**src/design/phhc_pkg.sv**
```systemverilog
`timescale 1ns / 1ps
// Shared types and constants for the pulsed heater hysteresis controller.
package phhc_pkg;

  localparam int TIMER_BITS = 24;
  localparam int TIME_W     = 24;
  localparam int TEMP_W     = 8;
  localparam int CFG_IDX_W  = 3;
  localparam int CFG_DATA_W = 24;

  localparam logic [TIME_W-1:0] BURST_RESET     = TIME_W'(1 * 1000);
  localparam logic [TIME_W-1:0] REST_RESET      = TIME_W'(10 * 1000);
  localparam logic [TEMP_W-1:0] UPPER_RESET     = TEMP_W'(0);
  localparam logic [TEMP_W-1:0] LOWER_RESET     = TEMP_W'(5);
  localparam logic [TEMP_W-1:0] MAX_TGT_RESET   = TEMP_W'(200);

  typedef enum logic [1:0] {
    PH_IDLE  = 2'd0,
    PH_BURST = 2'd1,
    PH_REST  = 2'd2,
    PH_OVER  = 2'd3
  } phase_t;

  typedef enum logic [1:0] {
    MODE_TICK    = 2'd0,
    MODE_SAMPLE  = 2'd1,
    MODE_ENABLE  = 2'd2,
    MODE_DISABLE = 2'd3
  } mode_t;

  typedef enum logic [CFG_IDX_W-1:0] {
    REG_BURST_TIME = 3'd0,
    REG_REST_TIME  = 3'd1,
    REG_UPPER      = 3'd2,
    REG_LOWER      = 3'd3,
    REG_MAX_TARGET = 3'd4
  } reg_idx_t;

  typedef struct packed {
    logic [TIME_W-1:0] burst_time_ms;
    logic [TIME_W-1:0] rest_time_ms;
    logic [TEMP_W-1:0] upper_margin;
    logic [TEMP_W-1:0] lower_margin;
    logic [TEMP_W-1:0] max_target;
  } cfg_t;

  typedef struct packed {
    mode_t             mode;
    logic [TEMP_W-1:0] temperature;
    logic [TEMP_W-1:0] target;
  } item_t;

endpackage

```
**src/design/phhc_cfg_regs.sv**
```systemverilog
`timescale 1ns / 1ps
// Configuration register file of the heater controller.
module phhc_cfg_regs
  import phhc_pkg::*;
(
  input  logic                  clk,
  input  logic                  rst,
  input  logic                  we,
  input  logic [CFG_IDX_W-1:0]  index,
  input  logic [CFG_DATA_W-1:0] data,
  output cfg_t                  cfg
);

  always_ff @(posedge clk) begin
    if (rst) begin
      cfg.burst_time_ms <= BURST_RESET;
      cfg.rest_time_ms  <= REST_RESET;
      cfg.upper_margin  <= UPPER_RESET;
      cfg.lower_margin  <= LOWER_RESET;
      cfg.max_target    <= MAX_TGT_RESET;
    end else if (we) begin
      case (index)
        REG_BURST_TIME: cfg.burst_time_ms <= data[TIME_W-1:0];
        REG_REST_TIME:  cfg.rest_time_ms  <= data[TIME_W-1:0];
        REG_UPPER:      cfg.upper_margin  <= data[TEMP_W-1:0];
        REG_LOWER:      cfg.lower_margin  <= data[TEMP_W-1:0];
        REG_MAX_TARGET: cfg.max_target    <= data[TEMP_W-1:0];
        default: ;
      endcase
    end
  end

endmodule

```
**src/design/phhc_in_stage.sv**
```systemverilog
`timescale 1ns / 1ps
// Input register stage: captures one item and holds it until the core takes it.
module phhc_in_stage
  import phhc_pkg::*;
(
  input  logic  clk,
  input  logic  rst,
  input  logic  in_valid,
  output logic  in_ready,
  input  item_t in_item,
  output logic  held_valid,
  output item_t held_item,
  input  logic  take
);

  assign in_ready = !held_valid || take;

  always_ff @(posedge clk) begin
    if (rst) begin
      held_valid <= 1'b0;
    end else if (in_ready) begin
      held_valid <= in_valid;
    end
  end

  always_ff @(posedge clk) begin
    if (in_ready && in_valid) begin
      held_item <= in_item;
    end
  end

endmodule

```
**src/design/phhc_ctrl.sv**
```systemverilog
`timescale 1ns / 1ps
// Phase state, one-step evaluation and the result register.
module phhc_ctrl
  import phhc_pkg::*;
(
  input  logic              clk,
  input  logic              rst,
  input  cfg_t              cfg,
  input  logic              item_valid,
  input  item_t             item,
  output logic              take,
  output logic              out_valid,
  input  logic              out_ready,
  output logic              heater_pin,
  output phase_t            phase,
  output logic [TIME_W-1:0] ms_left
);

  phase_t                phase_reg, phase_next, phase_mid;
  logic [TIMER_BITS-1:0] countdown, countdown_next, countdown_mid;
  logic [TEMP_W-1:0]     target_reg, target_next;
  logic [TEMP_W-1:0]     last_temperature, last_temperature_next;
  logic                  drive, drive_next, drive_mid;
  logic [TIMER_BITS-1:0] burst_load, rest_load;
  logic [TEMP_W:0]       hot_limit, cool_sum;
  logic                  hot, cool;

  assign burst_load = TIMER_BITS'(cfg.burst_time_ms);
  assign rest_load  = TIMER_BITS'(cfg.rest_time_ms);
  assign take       = !out_valid || out_ready;

  // Apply the item itself.
  always_comb begin
    phase_mid             = phase_reg;
    countdown_mid         = countdown;
    target_next           = target_reg;
    last_temperature_next = last_temperature;
    drive_mid             = drive;
    case (item.mode)
      MODE_TICK: begin
        if (countdown != '0) countdown_mid = countdown - 1'b1;
      end
      MODE_SAMPLE: begin
        last_temperature_next = item.temperature;
      end
      MODE_ENABLE: begin
        if (item.target == '0) begin
          phase_mid     = PH_IDLE;
          countdown_mid = '0;
          drive_mid     = 1'b0;
        end else begin
          target_next   = (item.target > cfg.max_target) ? cfg.max_target : item.target;
          phase_mid     = PH_BURST;
          countdown_mid = burst_load;
          drive_mid     = 1'b1;
        end
      end
      default: begin
        phase_mid     = PH_IDLE;
        countdown_mid = '0;
        drive_mid     = 1'b0;
      end
    endcase
  end

  assign hot_limit = {1'b0, target_next} + {1'b0, cfg.upper_margin};
  assign cool_sum  = {1'b0, last_temperature_next} + {1'b0, cfg.lower_margin};
  assign hot       = {1'b0, last_temperature_next} > hot_limit;
  assign cool      = cool_sum < {1'b0, target_next};

  // One phase evaluation; overtemperature wins over timer expiry.
  always_comb begin
    phase_next     = phase_mid;
    countdown_next = countdown_mid;
    drive_next     = drive_mid;
    case (phase_mid)
      PH_BURST: begin
        if (hot) begin
          phase_next     = PH_OVER;
          countdown_next = '0;
          drive_next     = 1'b0;
        end else if (countdown_mid == '0) begin
          phase_next     = PH_REST;
          countdown_next = rest_load;
          drive_next     = 1'b0;
        end
      end
      PH_REST: begin
        if (hot) begin
          phase_next     = PH_OVER;
          countdown_next = '0;
          drive_next     = 1'b0;
        end else if (countdown_mid == '0) begin
          phase_next     = PH_BURST;
          countdown_next = burst_load;
          drive_next     = 1'b1;
        end
      end
      PH_OVER: begin
        if (cool) begin
          phase_next     = PH_BURST;
          countdown_next = burst_load;
          drive_next     = 1'b1;
        end
      end
      default: ;
    endcase
  end

  always_ff @(posedge clk) begin
    if (rst) begin
      phase_reg        <= PH_IDLE;
      countdown        <= '0;
      target_reg       <= '0;
      last_temperature <= MAX_TGT_RESET;
      drive            <= 1'b0;
      out_valid        <= 1'b0;
    end else if (take) begin
      out_valid <= item_valid;
      if (item_valid) begin
        phase_reg        <= phase_next;
        countdown        <= countdown_next;
        target_reg       <= target_next;
        last_temperature <= last_temperature_next;
        drive            <= drive_next;
      end
    end
  end

  // Result register: payload only, loaded with the step's outcome.
  always_ff @(posedge clk) begin
    if (take && item_valid) begin
      heater_pin <= drive_next;
      phase      <= phase_next;
      ms_left    <= TIME_W'(countdown_next);
    end
  end

endmodule

```
**src/design/pulsed_heater_hysteresis_controller.sv**
```systemverilog
`timescale 1ns / 1ps
// Top level of the pulsed heater hysteresis controller.
//
//   channel  handshake                 payload
//   in       in_valid / in_ready       mode, temperature, target
//   out      out_valid / out_ready     heater_pin, phase, ms_left
//   cfg      cfg_we (no wait)          cfg_index, cfg_data
//
// One item per cycle sustained while out_ready holds; an item passes the input register, then the result register.
// The phase logic and the millisecond counter update are combinational between the input
// register and the result register, so every item sees the state left by the previous one.
// Synchronous reset returns idle phase, cleared counter and target, and the reset config.
// A stalled result holds; while it waits, the input register still takes one item if empty.
module pulsed_heater_hysteresis_controller
  import phhc_pkg::*;
(
  input  logic                  clk,
  input  logic                  rst,
  input  logic                  in_valid,
  output logic                  in_ready,
  input  logic [1:0]            mode,
  input  logic [TEMP_W-1:0]     temperature,
  input  logic [TEMP_W-1:0]     target,
  output logic                  out_valid,
  input  logic                  out_ready,
  output logic                  heater_pin,
  output logic [1:0]            phase,
  output logic [TIME_W-1:0]     ms_left,
  input  logic                  cfg_we,
  input  logic [CFG_IDX_W-1:0]  cfg_index,
  input  logic [CFG_DATA_W-1:0] cfg_data
);

  cfg_t   cfg;
  item_t  in_item, held_item;
  logic   held_valid, take;
  phase_t phase_out;

  assign in_item.mode        = mode_t'(mode);
  assign in_item.temperature = temperature;
  assign in_item.target      = target;
  assign phase               = phase_out;

  phhc_cfg_regs u_cfg (
    .clk   (clk),
    .rst   (rst),
    .we    (cfg_we),
    .index (cfg_index),
    .data  (cfg_data),
    .cfg   (cfg)
  );

  phhc_in_stage u_in (
    .clk        (clk),
    .rst        (rst),
    .in_valid   (in_valid),
    .in_ready   (in_ready),
    .in_item    (in_item),
    .held_valid (held_valid),
    .held_item  (held_item),
    .take       (take)
  );

  phhc_ctrl u_ctrl (
    .clk        (clk),
    .rst        (rst),
    .cfg        (cfg),
    .item_valid (held_valid),
    .item       (held_item),
    .take       (take),
    .out_valid  (out_valid),
    .out_ready  (out_ready),
    .heater_pin (heater_pin),
    .phase      (phase_out),
    .ms_left    (ms_left)
  );

  a_drive_matches_phase: assert property (@(posedge clk) disable iff (rst)
    out_valid |-> (heater_pin == (phase_out == PH_BURST)))
    else $error("heater drive disagrees with phase");

  a_count_clear_when_stopped: assert property (@(posedge clk) disable iff (rst)
    (out_valid && (phase_out == PH_IDLE || phase_out == PH_OVER)) |-> (ms_left == '0))
    else $error("counter not cleared in idle or overtemperature");

  a_held_item_moves: assert property (@(posedge clk) disable iff (rst)
    (held_valid && take) |=> out_valid)
    else $error("taken item produced no result");

endmodule
```
**config.mk**
```make
export PLATFORM = sky130hd
export DESIGN_NAME = pulsed_heater_hysteresis_controller
export DESIGN_NICKNAME = d
export VERILOG_FILES = /design/src/design/phhc_pkg.sv /design/src/design/phhc_cfg_regs.sv /design/src/design/phhc_in_stage.sv /design/src/design/phhc_ctrl.sv /design/src/design/pulsed_heater_hysteresis_controller.sv
export SDC_FILE = /design/constraint.sdc
export NUM_CORES = 1
export LEC_CHECK = 0
export BUFFER_PORTS_ARGS = -buffer_cell sky130_fd_sc_hd__buf_4
export CORE_MARGIN = 2
export CORE_UTILIZATION = 40
export DETAILED_ROUTE_END_ITERATION = 16
export GPL_ROUTABILITY_DRIVEN = 1
export RECOVER_POWER = 50
export SLEW_MARGIN = 20
export SYNTH_ARGS = -nofsm -noshare
export SYNTH_HDL_FRONTEND = slang
export SYNTH_SLANG_ARGS = --single-unit
```
**constraint.sdc**
```tcl
create_clock -name clk -period 17.9 [get_ports clk]
set_clock_uncertainty 0.05 [all_clocks]
set_input_delay 1.79 -clock clk [delete_from_list [all_inputs] [get_ports clk]]
set_output_delay 1.79 -clock clk [all_outputs]
set_load 0.05 [all_outputs]
```
Yosys cells after proc, flatten, opt, wreduce, memory -nomap -nowiden:

Cells that the tools add are included.

* flip-flop bits (word level): 162
* latch bits: 0
* bits in writable memories: 0
* memory bits (read-only): 0
* bits of input ports: 50
* word-level logic and storage cells: 80
* memories: 0

* add/subtract/negate cells: 3
* multipliers: 0
* div/mod/pow operators: 0
* order comparisons: 3
* equality and inequality tests: 9
* shift-type cells: 0
* multiplexer cells: 29
* bitwise operators: 0
* reductions and logical operators: 18

Operator list (number)
* 24-bit 2-to-1 mux: 7
* 24-bit one-hot mux with 3 select lines: 2
* 8-bit 2-to-1 mux: 4
* 24-bit logical NOT: 1
* 24-bit nonzero test: 1
* 24-bit by 1-bit subtractor with 24-bit output (second input constant): 1
* 8-bit by 8-bit adder with 9-bit output: 2
* 2-bit AND reduction: 6
* 2-bit 2-to-1 mux: 5
* 8-bit by 9-bit > comparator with 1-bit output: 1
* 9-bit by 8-bit < comparator with 1-bit output: 1
* 8-bit > comparator: 1
* 8-bit logical NOT: 1
* 1-bit 2-to-1 mux: 7
* 2-bit == test (second input constant): 3
* 3-bit by 2-bit == test with 1-bit output (second input constant): 2
* 2-bit one-hot mux with 3 select lines: 1
* 2-bit by 1-bit == test with 1-bit output (second input constant): 2
* 2-bit one-hot mux with 2 select lines: 1
* 3-bit by 1-bit == test with 1-bit output (second input constant): 1
* 3-bit == test (second input constant): 1
* 3-bit logical NOT: 1
* 1-bit one-hot mux with 3 select lines: 1
* 1-bit logical AND: 2
* other kinds (5): 7

Longest topological paths before layout:

Gate-level depths: netlist (run 1).

* depth after elaboration: 8
* gate-level depth with buffers: 30
* mapped depth without buffers: 28

Cells and area by module:

Synthesis (run 1) repeated with hierarchy kept, for this count alone.

* cells, all modules: 1064
* area, all modules: 9820.7 um2

Modules (own cells, without submodules)
* phhc_ctrl: instances 1, cells each 764, area each 6259.8 um2, sequential area each 1691.6 um2
* phhc_cfg_regs: instances 1, cells each 277, area each 2965.3 um2, sequential area each 1441.4 um2
* phhc_in_stage: instances 1, cells each 23, area each 595.6 um2, sequential area each 560.5 um2

Least setup slack after synthesis (run 1):

Ideal clock, no wire load.

* kind: register to register
* start: register, netlist name u_in.held_item[1]
* end: register u_ctrl.ms_left[2], data pin
* library setup time: 0.260 ns
* arrival: 5.713 ns
* required time: 17.590 ns
* path slack: 11.877 ns
* cell stages (with the launch flop): 30
* path buffers: 3
* period minus slack after synthesis: 6.023 ns
* path through: edfxtp_1 -> ha_1 -> nor2b_1 -> o211ai_1 -> a21oi_1 -> o21ai_1 -> clkbuf_1 -> a21oi_1 -> o21ai_0 -> ha_1 -> a21o_1 -> a21o_1 -> a21o_1 -> a21o_1 -> a21oi_1 -> o21bai_1 -> xnor2_1 -> ha_1 -> nand4_1 -> nor2_1 -> nor2_1 -> o211ai_1 -> a21oi_1 -> clkbuf_1 -> nor2b_1 -> nor3b_1 -> nor2_2 -> buf_6 -> a211oi_2 -> nor2_1

* cells in the longest elaborated chain, start to end: 8
* elaborated cells between the ends (all ways): 22
* those cells by class: 1 x add/sub; 3 x order compare; 3 x eq/ne; 13 x mux; 2 x reduce/logical

RTL lines
* 8-bit > comparator: RTL line phhc_ctrl.sv:52 `target_next = (item.target > cfg.max_target) ? cfg.max_target : item.target;`
* 8-bit 2-to-1 mux: RTL line phhc_ctrl.sv:52
* 8-bit 2-to-1 mux *: RTL line phhc_ctrl.sv:47 `if (item.target == '0) begin`
* 8-bit 2-to-1 mux *: RTL line phhc_ctrl.sv:39 `case (item.mode)`
* via u_ctrl.target_next[1]: RTL line phhc_ctrl.sv:21 `logic [TEMP_W-1:0] target_reg, target_next;`
* 8-bit by 8-bit adder with 9-bit output: RTL line phhc_ctrl.sv:66 `assign hot_limit = {1'b0, target_next} + {1'b0, cfg.upper_margin};`
* 8-bit by 9-bit > comparator with 1-bit output: RTL line phhc_ctrl.sv:68 `assign hot = {1'b0, last_temperature_next} > hot_limit;`
* 24-bit 2-to-1 mux, on equally long branches: RTL line phhc_ctrl.sv:89, phhc_ctrl.sv:78
* 24-bit one-hot mux with 3 select lines *: RTL line phhc_ctrl.sv:76 `case (phase_mid)`
* via u_ctrl.countdown_next[2]: RTL line phhc_ctrl.sv:20 `logic [TIMER_BITS-1:0] countdown, countdown_next, countdown_mid;`
* end signal: assignment: RTL line phhc_ctrl.sv:135 `ms_left <= TIME_W'(countdown_next);`
* end: declaration: RTL line phhc_ctrl.sv:16 `output logic [TIME_W-1:0] ms_left`

Mark *: on every way through the listed nets, which the timed path passes. The rest lies on a longest branch.
A chain may end at the register's enable or synchronous reset.

Worst setup path after layout (run 1):

* start: register, netlist name u_in.held_item[1]
* end: register u_ctrl.countdown[21]

* cells in the longest elaborated chain, start to end: 8
* elaborated cells between the ends (all ways): 22
* those cells by class: 1 x add/sub; 3 x order compare; 3 x eq/ne; 13 x mux; 2 x reduce/logical

RTL lines
* 8-bit > comparator: RTL line phhc_ctrl.sv:52
* 8-bit 2-to-1 mux: RTL line phhc_ctrl.sv:52
* 8-bit 2-to-1 mux *: RTL line phhc_ctrl.sv:47
* 8-bit 2-to-1 mux *: RTL line phhc_ctrl.sv:39
* via u_ctrl.target_next[1]: RTL line phhc_ctrl.sv:21
* 8-bit by 8-bit adder with 9-bit output: RTL line phhc_ctrl.sv:66
* 8-bit by 9-bit > comparator with 1-bit output: RTL line phhc_ctrl.sv:68
* 24-bit 2-to-1 mux, on equally long branches: RTL line phhc_ctrl.sv:89, phhc_ctrl.sv:78
* 24-bit one-hot mux with 3 select lines *: RTL line phhc_ctrl.sv:76
* end signal: assignment: RTL line phhc_ctrl.sv:122 `countdown <= countdown_next;`
* end: declaration: RTL line phhc_ctrl.sv:20

Marked as above.

==> results of run 1 <==
-- per-layer routing --
layer  global-route usage (%)  vias to the layer above  wire length, um
met5                        0                        -                0
met4                    8.182                        0              769
met3                    3.552                       50             1771
met2                    40.65                      342            14300
met1                    32.54                     4142            12980
li1                         -                     4199                -
-- tightest hold or removal path, stage by stage, from the launching register on --
cell     delay, ps
dfxtp_1        310
nand2_1         50
a21oi_1         50
-- power by group --
| group | total, W | leakage (nW) | internal (W) | switching [W] |
|---|---|---|---|---|
| combinational | 0.000221 | 2.43 | 0.0000759 | 0.000145 |
| sequential | 0.000408 | 1.39 | 0.000394 | 0.0000144 |
| clock | 0.000353 | 0.281 | 0.000193 | 0.000160 |
| total | 0.000983 | 4.10 | 0.000663 | 0.000320 |
-- area by class of cell --
cell class	instances	area [um^2]	area share [%]
Tap cell	319	399.1	3.764
Timing Repair Buffer	86	521.8	4.920
Inverter	35	131.4	1.239
Multi-Input combinational cell	866	5305	50.03
Clock inverter	14	123.9	1.168
Clock buffer	18	429.2	4.047
Sequential cell	162	3694	34.83
-- path summary, 6_finish.rpt --
kind,endpoint,slack (ps),cells after the start
worst max-delay path,u_ctrl.countdown[21],10140,26
worst min-delay path,u_cfg.cfg[1],410,2
worst max register to register,u_ctrl.countdown[21],10140,26
worst min register to register,u_cfg.cfg[1],410,2
-- through the flow --
step,cell area [um^2],setup WS (ps),cells,total power (W),util [%]
4_1_cts,10730,10020,1500,0.0009871,45.97
5_1_grt,10600,9326,1500,0.001025,45.45
2_1_floorplan,9429,11880,1137,0.0005677,-
3_3_place_gp,10170,10280,1468,0.0006355,43.60
6_report,10600,10140,1500,0.0009829,45.45
3_5_place_dp,10170,10090,1468,0.0006361,43.60
-- kinds of logic (layout without fill, tap and decap cells) --
family	Yosys count	in the layout	share of synthesized area [%]
AOI/OAI and AO/OA	295	295	20.77
xor gates and xnor gates	17	17	1.579
adders and majority gates	49	49	6.661
buffers and inverters	109	153	4.644
DFF	162	162	39.17
muxes	13	13	1.539
and+or+nand+nor	492	492	25.64
-- Yosys cell counts (all sizes together), types with 11 or more instances --
cell type	instances	area, um^2
or3	11	68.82
o21ai	35	175.2
nor2b	11	68.82
nor2	90	340.3
nor3	22	126.4
a21o	15	112.6
clkbuf	60	226.5
inv	35	131.4
a211oi	13	107.6
nand3b	32	240.2
dfxtp	117	2342
a21oi	111	563.0
a31oi	12	75.07
edfxtp	45	1351
nand4	16	100.1
xnor2	12	105.1
buf	14	80.07
o31ai	11	82.58
ha	47	588.1
nor4	18	133.9
nand2	219	822.0
nand3	19	95.09
a22oi	18	135.1
==> flow_results.org, run 1 <==
** Synthesis
- Counting flops with a built-in enable in the synthesized netlist gives 45.
- Averaged over all synthesized cells, the footprint is just over 8 um^2.
- Post-Syn Nets :: about 1,200
- Synthesis produced 1,137 cells.
- Number of storage elements in the synthesis netlist :: 162
- Post-synth top flop :: dfxtp_1
- The Yosys step of the flow raised 0 warnings.
- For this run, the register share of the synthesized area comes to roughly 39%.
- Of all flip-flops after synthesis, the portion carrying an async set or reset was 0%.
- The synthesized netlist occupies a cell area of between 9000 and 10,000 um^2.
- Count of different cell masters after synthesis :: 86

** Place
- Routability-driven placement finished with a final weighted congestion of ~1.
- Input and output buffers added on the ports amount to slightly below 80.
- Final HPWL DP :: around 22 mm

** Setup path
- The kind of cell with the highest combined delay along the critical path is compound AO/OA/AOI/OAI gates.
- Worst setup SP type :: flop
- Critical Path Sink Type :: flop
- Source of the worst register-to-register timing path :: u_in.held_item[1]
- Largest incremental delay on the critical path :: roughly 800 ps
- The critical path contains buffers and inverters numbering 0 combined.
- Critical path peak fanout :: 17
- The most critical setup path has its startpoint at u_in.held_item[1].
- Critical-path top delay cell :: o21ai_1
- The critical path in this run is classified as flop to flop.
- Critical Path RT :: 17,950 ps
- Arrival time at the worst endpoint :: roughly 7800 ps

** Timing
- Summed over all failing endpoints, the final setup total negative slack is 0 ps.
- Tightest Pin Transition :: between 4000 and 5000 ps
- The number of pins exceeding their max-slew limit in the final report was about 130.
- Hold timing on the final database bottoms out at a slack of 405.6 ps.
- Final Hold Fails :: 0
- Setup repair after global routing left no endpoint under its margin.
- Setup violations remaining at the end of the flow were counted as 0.
- In the finished design, the share of the clock period the worst path needs comes to between 40 and 50%.
- Counting I/O delays and the setup requirement, the final critical path takes a little under 8000 ps.
- For this run, the top clock speed supported by timing is ~0.13 GHz.
- Measured against its own limit, the worst slew margin works out to -189.4%.

** Final layout
- The register with the most flip-flops in the layout has 72 of them.
- Register with the highest flop count :: u_cfg.cfg
- Registers with the highest flip-flop counts :: u_cfg.cfg (72), u_ctrl.countdown (24), u_ctrl.ms_left (24)
- Leaving out fill and tap cells, the most frequent cell in the layout is nand2_1.
- The top cell types in the final layout, fill and taps aside, are nand2_1 (219), dfxtp_1 (117), a21oi_1 (109), nor2_1 (89), ha_1 (47).
- In the final layout, the share of cells above drive strength 1 is a little over 10%.
- The net count of the finished layout is around 1,300.
- The repair_antennas step left the layout with diodes totalling 0.
- Synthesis-to-finish area growth :: 12.46%
- Counting the fill cells in the layout gives 2,363.

** CTS
- Postcts setup bufs :: 0
- After clock tree synthesis, the clock-pin slew on the worst setup and hold paths is roughly 70 ps.
- Buffers from clock root to sink, at most :: 2
- CTS resizes :: 0
- In this run the clock root is driven by a clkbuf_16.
- TritonCTS built the clock tree.
- CTS built an H-tree with a depth of 4.
- Buffers inserted to repair hold after CTS numbered 0.
- Clock tree synthesis found a total of between 150 and 200 sinks.
- At the later pin of the worst-skew pair, clock insertion delay measures between 400 and 500 ps.
- Counting the buffers created by CTS gives 17.

** Pwr
- Worst voltage drop across the vdd grid :: 0.05655 mV
- Leak Pwr :: ~4.1 nW
- For this design the ratio of total power to cell area is 92.70 nW/um^2.

** Floorplanning
- Initial core utilization :: roughly 40%
- Number of rows created at floorplan :: 56
- Die Height :: ~160 um
- Width of the chip :: ~160 um
- Count of pins on the block boundary :: 79
- The floorplan step defined a core boundary enclosing ~23,000 um^2.
- The floorplan step defined a die boundary enclosing about 25,000 um^2.

** Run
- The tool flagged a number of max-cap violations equal to 2.

** Status
- Run status :: finished, violations left
- The checks that failed: max-capacitance violations, max-slew violations.

** GRT
- Global routing finished with a remaining overflow of 0.
- Maximum number of pins on one net before global-route repair :: 96
- All-Layer GR Usage :: about a quarter
- The number of antenna violations at the first check in global routing is 0.
- The first global-routing pass estimated around 46 mm of wire.
- The via count of the first global-routing pass came to ~8,000.

** Routing
- Using the TritonRoute via totals, the vias-per-cell ratio works out to between 5 and 6.
- Wirelength, routed :: around 30 mm
- After detailed routing, the number of remaining DRC violations is 0.
- Remaining antenna violation count :: 0
- Final routed wire length divided by cell count :: a little under 20 um
- Number of vias in the routed layout :: slightly below 9,000
- Initial drt markers :: roughly 710
- The first detailed-routing pass ran for 6 iterations.

** Worst hold path
- The worst hold path belongs to the class flop to flop.
- Start point of the worst min-delay path :: u_cfg.cfg[1]
(Power assumes the default switching activity.)
==> run 2, diff against run 1 <==
Clock period 17.9 ns to 7.9 ns, I/O delays scaled along.
==> run 2 against run 1 <==
  * The run still ends with max-capacitance violations, max-slew violations left
  * Critical path depth down 5
  * Power up 130%
  * Hold slack better by 2.7 ps
  * Clock power up 120%
  * Fmax up 6.2%
  * Wire length up 2.6%
  * Sequential power up 130%
  * Combinational power up 130%
  * Global-route usage up 0.65 points
  * Largest cell class unchanged
==> flow_results.org, run 2 (synthesis results as in run 1) <==
** Setup path
- CP Cell Sequence :: nor2b_1, buf_4, mux2i_1, inv_1, ha_1, fa_1, a21oi_1, o21ai_0, a21oi_1, xnor2_1, ha_1, a21o_1, a211o_1, a2111oi_0, nor2_1, o41ai_1, nor4b_4, nor2_2, buf_4, a211oi_1, nor2_1
- Cell family contributing the most delay on the critical path :: compound AO/OA/AOI/OAI gates
- The startpoint identified for the worst register-to-register timing path is u_in.held_item[16].
- Crit path buffers/inverters :: 3 (+3)
- The depth of the most critical reg-to-reg path was 21 (-19%).
- The data arrival time of the critical path was 7430 ps (-380 ps).
- Worst setup SP type :: flop
- Tracing the worst setup path back leads to its startpoint at u_in.held_item[16].
- Critical Path RT :: 8030 ps (-9920 ps)
- R2R Setup Slk :: 600 ps (-9550 ps)
- The slowest stage of the critical path is the o41ai_1 cell.
- The number of gates on the worst path with buffers counted is 21 (-19%).
- Critical Path Sink Type :: flop
- The critical path is of the flop to flop type.
- The worst register-to-register path ends at u_ctrl.ms_left[13].
- Critical path peak fanout :: 10 (-7)
- Largest incremental delay on the critical path :: 1010 ps (+220 ps)
- Worst setup path end :: u_ctrl.ms_left[13]

** Timing
- Setup repair after global routing left no endpoint under its margin.
- Final Hold Fails :: 0 (unchanged)
- The setup TNS came to 0 ps (unchanged).
- The actual slew at the worst max-slew pin is 2978 ps (-1362 ps).
- Period minus WS final :: 7303 ps (-453.5 ps)
- Total setup violations reported at the end of the flow :: 0 (unchanged)
- Highest clock frequency the design can meet :: 0.1369 GHz (+6.2%)
- Period Utilization, post-route :: 92.44% (+49 points)
- The number of pins exceeding their max-slew limit in the final report was 141 (+10%).
- The worst-case hold slack is 408.3 ps (+2.690 ps).
- The relative max-transition margin was -98.54% (+91 points).

** Final layout
- The share of cells above drive strength 1 is 10.67% (+0.43 points).
- The number of flip-flops under the largest register name was 72 (unchanged).
- The non-filler instance count after layout is 1,509 (+0.60%).
- Synthesis-to-finish area growth :: 13.28%
- The count of filler cells inserted in the layout was 2,322 (-1.7%).
- Post-layout nets :: 1,276 (+0.71%)
- Commonest cells after routing, fill and taps aside :: nand2_1 (219), dfxtp_1 (117), a21oi_1 (109), nor2_1 (89), ha_1 (47)
- The area occupied by multi-input gates is 5310 um^2 (about the same).
- Final Util :: 45.78% (+0.33 points)
- The final antenna diode count came to 0 (unchanged).
- The largest registers in the layout are u_cfg.cfg (72), u_ctrl.countdown (24), u_ctrl.ms_left (24).
- Most common library cell in the layout ignoring fill and taps :: nand2_1
- Register with the highest flop count :: u_cfg.cfg
- The area occupied by registers was 3694 um^2 (unchanged).

** Routing
- The number of DRC markers in iteration 0 was 843 (+18%).
- Number of vias in the routed layout :: 8,863 (+1.5%)
- The number of nets still failing antenna checks after routing was 0 (unchanged).
- Final routed wire length divided by cell count :: 20.28 um (+2.0%)
- 1st-pass router iterations :: 5 (-1)
- The DRC violation count after routing is 0 (unchanged).
- The via-per-instance ratio was 5.873 (+0.88%).
- The routed wire length came to 30.61 mm (+2.6%).

** Status
- Run status :: finished, violations left
- Violations in the final reports :: max-capacitance violations, max-slew violations

** CTS
- Post-CTS Hold Buffers :: 0 (unchanged)
- Master cell of the clock root buffer :: clkbuf_16
- The number of buffers created by CTS was 17 (unchanged).
- Clock edge transition at the registers on the reported setup and hold paths :: 60 ps (about the same)
- Source-to-sink clock delay at the later pin of the worst-skew pair :: 430 ps (about the same)
- Postcts setup bufs :: 0 (unchanged)
- The count of H-tree levels built during CTS came to 4 (unchanged).
- The clock sink count is 162 (unchanged).
- The maximum number of buffers from clock root to sink is 2 (unchanged).
- TritonCTS built the clock tree.
- The number of gates given a new drive strength after cts is 0 (unchanged).

** Floorplanning
- Width of the chip :: 157.5 um (unchanged)
- Placeable core region :: 23,330 um^2 (unchanged)
- The total die area is 24,820 um^2 (unchanged).
- The initial core utilization came to 40.41% (unchanged).
- The floorplan row count is 56 (unchanged).
- The number of placed I/O pins was 79 (unchanged).
- Die Height :: 157.5 um (unchanged)

** Run
- The max-capacitance violation count was 3 (+1).

** Place
- Placed insts :: 1,477 (+0.61%)
- The half-perimeter wire length after placement is 22.36 mm (+2.5%).
- Global placer's final weighted congestion :: 0.9360 (-4.8%)
- The number of buffer cells added on primary ports came to 78 (unchanged).

** Pwr
- PnR Total Power :: 0.002232 W (+130%)
- Total power density per cell area :: 208.9 nW/um^2 (+130%)
- Worst voltage drop across the vdd grid :: 0.1270 mV (+120%)
- Leak Pwr :: 4.143 nW (+0.98%)

** GRT
- Global-route wire length before repair :: 47.41 mm (+2.4%)
- Antenna violations before repair :: 0 (unchanged)
- Maximum number of pins on one net before global-route repair :: 73 (-24%)
- The total global routing track utilization is 25.09% (+0.65 points).
- Number of global-route vias before repair :: 8,399 (+3.6%)
- The total grt overflow came to 0 (unchanged).

** Worst hold path
- Type of the worst min-delay path :: flop to flop
run 2: changes by cell type in the layout (fill, tap and decap cells not counted), sizes merged:
| cell | delta |
|---|---|
| buf | +11 |
| bufinv | -1 |
| clkbuf | +5 |
| inv | -6 |
run 2: routing by layer:
metal / part of all wire [%] / track usage [%] / vias to the layer above
li1: - / - / 4222
met1: 43 / 32.43 / 4219
met3: 5.8 / 4.598 / 75
met2: 48 / 41.13 / 347
met4: 3.3 / 10.61 / 0
met5: 0 / 0 / -
run 2: report_power, final:
part / leakage [nW] / total [W] / switching (W) / internal [W]
sequential: 1.39 / 0.000926 / 0.0000335 / 0.000893
clock: 0.276 / 0.000794 / 0.000345 / 0.000449
combinational: 2.48 / 0.000511 / 0.000333 / 0.000179
run 2: cell type report:
class,instances,area share (%)
clock buffers,25,4.756
clock inverters,7,0.4334
inverters,35,1.230
multi-input cells,866,49.71
flip-flops and latches,162,34.58
well taps,319,3.737
repair buffers,95,5.552
run 2: worst min-delay path by stage:
stage	from	end	cells after the start
2_1_floorplan	u_cfg.cfg[45]	u_cfg.cfg[45]	2
6_report	u_cfg.cfg[2]	u_cfg.cfg[2]	2
3_5_place_dp	u_cfg.cfg[1]	u_cfg.cfg[1]	2
5_1_grt	u_ctrl.target_reg[5]	u_ctrl.target_reg[5]	2
4_1_cts	u_cfg.cfg[1]	u_cfg.cfg[1]	2
3_3_place_gp	u_ctrl.target_reg[3]	u_ctrl.target_reg[3]	2
run 2: stage by stage:
| stage | setup WS [ps] | instance area (um^2) |
|---|---|---|
| finish | 597.2 | 10680 |
| global route | 256.2 | 10680 |
| global placement | 791.5 | 10240 |
| CTS | 733.8 | 10790 |
| detailed placement | 799.6 | 10240 |
| floorplan | 1877 | 9429 |
run 2: worst register-to-register path, delay by kind of cell, from the launching register on:
kind	cells	cell delay, ps
AOI/OAI and AO/OA	8	2800
and+or+nand+nor	5	1500
adders and majority gates	3	920
DFF	1	740
buffers and inverters	3	600
muxes	1	310
xor gates and xnor gates	1	140
